<file path="src/hdl/zpe_pkg.sv">
`default_nettype none
// ----------------------------------------------------------------------------
// zpe_pkg: shared types, constants and tables of the Zernike evaluator
// Item structs, CORDIC arctangent table, radial coefficient lookup.
// ----------------------------------------------------------------------------
package zpe_pkg;

   // fixed-point formats
   localparam int RADIUS_FRAC_BITS = 15;
   localparam int ANGLE_BITS       = 16;
   localparam int OUT_FRAC_BITS    = 14;

   localparam logic [31:0] RAD_ONE     = 32'd1 << RADIUS_FRAC_BITS;
   localparam int          RAD_SHIFT   = 30 - RADIUS_FRAC_BITS;
   localparam logic [31:0] ANGLE_MASK  = (32'd1 << ANGLE_BITS) - 32'd1;
   localparam int          ANGLE_SHIFT = 32 - ANGLE_BITS;

   localparam int                 OUT_SHIFT  = 60 - OUT_FRAC_BITS;
   localparam logic signed [63:0] OUT_HALF   = 64'sd1 <<< (59 - OUT_FRAC_BITS);
   localparam logic signed [18:0] OUT_LIM    = 19'sd1 <<< OUT_FRAC_BITS;
   localparam logic signed [15:0] OUT_LIM16  = 16'sd1 <<< OUT_FRAC_BITS;

   // CORDIC chain
   localparam int CORDIC_STEPS = 24;
   localparam int STEP_IDX_W   = $clog2(CORDIC_STEPS);
   localparam int CW           = 33;
   localparam logic signed [CW-1:0] CORDIC_GAIN = 33'sd652032874;
   localparam logic signed [CW-1:0] QUARTER_TURN = 33'sd1073741824;
   localparam logic signed [CW-1:0] HALF_TURN    = 33'sd2147483648;

   localparam logic [29:0] ATAN_TURNS [CORDIC_STEPS] = '{
      30'h20000000, 30'h12E4051E, 30'h09FB385B, 30'h051111D4, 30'h028B0D43,
      30'h0145D7E1, 30'h00A2F61E, 30'h00517C55, 30'h0028BE53, 30'h00145F2F,
      30'h000A2F98, 30'h000517CC, 30'h00028BE6, 30'h000145F3, 30'h0000A2FA,
      30'h0000517D, 30'h000028BE, 30'h0000145F, 30'h00000A30, 30'h00000518,
      30'h0000028C, 30'h00000146, 30'h000000A3, 30'h00000051
   };

   // radial pipeline: four power stages plus a final sum stage
   localparam int RAD_MUL_STAGES = 4;
   localparam int RAD_STAGES     = RAD_MUL_STAGES + 1;
   localparam int RAD_DELAY      = CORDIC_STEPS - RAD_STAGES;

   // accept to result strobe: front stage, chain, multiply, round
   localparam int LATENCY = CORDIC_STEPS + 3;

   // register indexes
   localparam logic [0:0] CSR_ORDER_N      = 1'b0;
   localparam logic [0:0] CSR_REPETITION_M = 1'b1;

   typedef struct packed {
      logic [15:0] radius;
      logic [15:0] angle_turns;
   } req_type;

   typedef struct packed {
      logic signed [15:0] real_part;
      logic signed [15:0] imag_part;
      logic               unsupported_order;
   } rsp_type;

   typedef logic signed [4:0]  coef_type;
   typedef coef_type    [5:0]  coef_row_type;

   typedef struct packed {
      logic         unsup;
      coef_row_type coef;
   } radial_sel_type;

   typedef struct packed {
      logic                valid;
      logic                flip;
      logic                unsup;
      logic signed [CW-1:0] x;
      logic signed [CW-1:0] y;
      logic signed [CW-1:0] z;
   } cell_type;

   typedef struct packed {
      logic               valid;
      logic               unsup;
      logic signed [63:0] prod_re;
      logic signed [63:0] prod_im;
   } mul_type;

   // coefficients of R(n,k) on powers rho^0..rho^5
   function automatic radial_sel_type radial_lookup(input logic [2:0] n,
                                                    input logic [3:0] k);
      radial_sel_type sel;
      sel.unsup = 1'b0;
      sel.coef  = '0;
      unique case ({n, k})
         {3'd0, 4'd0}: sel.coef[0] = 5'sd1;
         {3'd1, 4'd1}: sel.coef[1] = 5'sd1;
         {3'd2, 4'd0}: begin
            sel.coef[0] = -5'sd1;
            sel.coef[2] = 5'sd2;
         end
         {3'd2, 4'd2}: sel.coef[2] = 5'sd1;
         {3'd3, 4'd1}: begin
            sel.coef[1] = -5'sd2;
            sel.coef[3] = 5'sd3;
         end
         {3'd3, 4'd3}: sel.coef[3] = 5'sd1;
         {3'd4, 4'd0}: begin
            sel.coef[0] = 5'sd1;
            sel.coef[2] = -5'sd6;
            sel.coef[4] = 5'sd6;
         end
         {3'd4, 4'd2}: begin
            sel.coef[2] = -5'sd3;
            sel.coef[4] = 5'sd4;
         end
         {3'd4, 4'd4}: sel.coef[4] = 5'sd1;
         {3'd5, 4'd1}: begin
            sel.coef[1] = 5'sd3;
            sel.coef[3] = -5'sd12;
            sel.coef[5] = 5'sd10;
         end
         {3'd5, 4'd3}: begin
            sel.coef[3] = -5'sd4;
            sel.coef[5] = 5'sd5;
         end
         {3'd5, 4'd5}: sel.coef[5] = 5'sd1;
         default:      sel.unsup = 1'b1;
      endcase
      return sel;
   endfunction

endpackage
`default_nettype wire

</file>
<file path="src/hdl/zpe_cell.sv">
`default_nettype none
// ----------------------------------------------------------------------------
// zpe_cell: one CORDIC rotation cell
// Applies one micro-rotation and hands the item to the next cell.
// ----------------------------------------------------------------------------
module zpe_cell (
   input  wire logic                        clock,
   input  wire logic                        reset,
   input  wire logic [zpe_pkg::STEP_IDX_W-1:0] shift_amt,
   input  wire logic [29:0]                 atan_val,
   input  wire zpe_pkg::cell_type           prev_data,
   output      zpe_pkg::cell_type           next_data
);
   import zpe_pkg::*;

   cell_type stage_ff, stage_in;
   logic signed [CW-1:0] dx, dy, da;

   always_comb begin
      dx = prev_data.y >>> shift_amt;
      dy = prev_data.x >>> shift_amt;
      da = $signed({3'b000, atan_val});
      stage_in = prev_data;
      if (!prev_data.z[CW-1]) begin
         stage_in.x = prev_data.x - dx;
         stage_in.y = prev_data.y + dy;
         stage_in.z = prev_data.z - da;
      end else begin
         stage_in.x = prev_data.x + dx;
         stage_in.y = prev_data.y - dy;
         stage_in.z = prev_data.z + da;
      end
   end

   always_ff @(posedge clock) begin
      if (reset) begin
         stage_ff <= '0;
      end else begin
         stage_ff <= stage_in;
      end
   end

   assign next_data = stage_ff;

endmodule
`default_nettype wire

</file>
<file path="config.mk">
export PLATFORM = sky130hd
export DESIGN_NAME = zpe_cell
export DESIGN_NICKNAME = d
export VERILOG_FILES = /design/src/hdl/zpe_pkg.sv /design/src/hdl/zpe_cell.sv
export SDC_FILE = /design/constraint.sdc
export NUM_CORES = 1
export LEC_CHECK = 0
export ABC_CLOCK_PERIOD_IN_PS = 14300
export BUFFER_PORTS_ARGS = -buffer_cell sky130_fd_sc_hd__clkbuf_2
export CAP_MARGIN = 20
export CORE_MARGIN = 5
export CORE_UTILIZATION = 45
export DETAILED_ROUTE_END_ITERATION = 6
export HOLD_SLACK_MARGIN = 0.12
export PLACE_DENSITY_LB_ADDON = 0.2
export SYNTH_ARGS = -nofsm -noshare
export SYNTH_HDL_FRONTEND = slang
export SYNTH_SLANG_ARGS = --single-unit
</file>
<file path="constraint.sdc">
create_clock -name clock -period 14.3 [get_ports clock]
set_input_delay 1.43 -clock clock [delete_from_list [all_inputs] [get_ports clock]]
set_output_delay 1.43 -clock clock [all_outputs]
set_load 0.05 [all_outputs]
</file>
==> metrics.cfg <==
[power_and_ir_drop]
power.density_nw_per_um2=108.3
vdd_ir_drop_max_uv=74.34
power_mw=1.724
leakagePower_nw=7.050

[floorplanning]
coreArea_um2=31470
die_h_um=188.2
die_w_um=188.2
pin_count=241
start_util_pct=45.41
design.die.area_um2=35420
row_count=65

[min_path]
hp-start=prev_data[100]
hold_end=next_data[100]$_SDFF_PP0_
hold_path.class=in -> reg
hold-path-cell-count=2

[route]
via_per_inst=6.323
drc=0
avgRoutedWirePerCell_um=22.60
ant_nets=0
postRouteWirelength_um=51820
via_count=14500
drt_iter0_drc=1642
firstDrtPassIters=6

[placement]
place_congestion=1.132
dpl.hpwl_um=41010
post-place-cells=2280
numPortBuffers=240

[logic_synthesis]
syn-num-nets=1951
synth_ff_type=dfxtp_1
synthCells=1709
synth_area_leader_cell=mux4_2
ys_types=93
ys_ff_latch=102
avgSynthCellArea_um2=8.362
yosysWarnings=0
synth_top_area_share_pct=15.60
synth.top_cells.by_area=mux4_2 (16%), dfxtp_1 (14%), ha_1 (8.8%), nor2_1 (5.7%), xor2_1 (5.6%)
ys_seq_area_share_pct=14.29
async_reset_ff_share_pct=0
syn_area_um2=14290
synth-edff-count=0

[sta]
finalSetupTns_ns=0
max_freq_mhz=126.7
worst_pin_slew_ns=1.011
drv_slew=0
min_period_over_period_pct=55.18
whs_ns=1.293
rsz0062_at_grt=false
fin_crit_ns=7.891
slew_headroom_pct=32.22
setup_viol=0
hold_viol=0

[critical_path]
cp_data_arrival_time_ns=8.13
cp-start-kind=primary input
crit_path_end_kind=register
critPathKind=in -> reg
crit_required_ns=14.54
cp_max_fo=61

[layout]
final_cell_count_no_fill=2293
largest_reg_flops=102
fillers=3069
diodes=0
drive_gt1_share_pct=22.95
layout_common_cells=clkbuf_2 (235), nor2_1 (216), a21oi_1 (148)
final_common_cell=clkbuf_2
syn_to_final_growth_pct=11.41
utilization_pct=50.59
fin_nets=2131

[cts]
postCtsResizedCells=0
cts_tree=done
clk_pin_slew_ns=0.06
postCtsSetupBuffers=0
cts_buffer_depth=2
cts_num_sinks=102
cts_root_buf=clkbuf_16
cts_buffers=9
hold_buffers=0
htreeDepth=3

[global_routing]
grt_pass1_wl_um=79580
grt_usage_pct=28.19
grt_max_degree=69
grt_pass1_vias=13840
grt_antenna_before_repair=0
grt-ovfl-total=0

[status]
status=completed

[job]
cap_violations=0

## cell families after synthesis
family	count (synthesis)	synth area share, %
AO/OA/AOI/OAI	461	21.28
buffers and inverters	140	4.631
flip-flops	102	14.29
XOR/XNOR	161	9.867
AND/OR/NAND/NOR	562	19.21
adder cells (fa/ha/maj)	103	9.175
multiplexers	180	21.55
## layer usage
layer	share of wire (%)	global-route usage, %	wire length, um
met2	44	43.32	22680
met3	10	7.521	5373
met4	4.8	12.51	2503
met1	41	37.33	21260
met5	0	0	0
## cell usage after synthesis, drive strengths merged, types with 12 or more instances
cell,count
mux4,99
nand2b,26
ha,100
nand2,112
a211oi,22
xnor2,70
o21a,21
nor2,218
o21ai,64
o22ai,13
nor3,36
a21oi,148
inv,51
a21o,53
mux2,29
clkbuf,28
buf,60
nor2b,28
xor2,91
a31oi,31
or3,12
and3,15
and2,16
nand3,35
dfxtp,102
mux2i,52
## report_power, final
part | internal [mW] | total [mW] | switching, mW
clock network | 0.120 | 0.226 | 0.106
registers | 0.352 | 0.371 | 0.0186
logic | 0.380 | 1.13 | 0.747
total | 0.852 | 1.72 | 0.872
## critical path: stages
cell,delay [ns]
buf_4,0.67
buf_4,0.71
mux4_2,0.64
mux2_2,0.28
mux2_2,0.27
a221oi_2,0.53
nand3_1,0.22
nor2_4,0.25
a21oi_1,0.11
xnor2_1,0.16
ha_1,0.38
nand2_1,0.06
o21ai_0,0.34
nor2_1,0.14
or4_1,0.54
o21ai_0,0.29
a41oi_1,0.34
o211ai_1,0.27
o211a_1,0.25
a21o_1,0.14
nand3_1,0.05
## final cells by class
cell class              instances  area, um2  area share, %
clock buffers                  12      246.5          1.548
clock inverters                 1      8.758        0.05501
inverters                      52      195.2          1.226
multi-input cells            1467      11590          72.78
flip-flops and latches        102       2042          12.83
well taps                     402      503.0          3.159
repair buffers                257       1339          8.409
## worst max path at each step
stage / start / end / slack, ns
global route: shift_amt[0] / next_data[97]$_SDFF_PP0_ / 5.87
detailed placement: shift_amt[0] / next_data[97]$_SDFF_PP0_ / 6.12
floorplan: shift_amt[1] / next_data[97]$_SDFF_PP0_ / 7.90
global placement: shift_amt[0] / next_data[97]$_SDFF_PP0_ / 6.28
CTS: shift_amt[0] / next_data[97]$_SDFF_PP0_ / 6.48
finish: shift_amt[0] / next_data[97]$_SDFF_PP0_ / 6.41
## stage by stage
| stage | setup WS, ns | cell area, um2 |
|---|---|---|
| after floorplan | 7.901 | 14290 |
| after global placement | 6.276 | 15670 |
| after detailed placement | 6.119 | 15670 |
| after CTS | 6.481 | 15920 |
| after global routing | 5.869 | 15920 |
| final | 6.409 | 15920 |
Power figures use the tool's default switching activity.
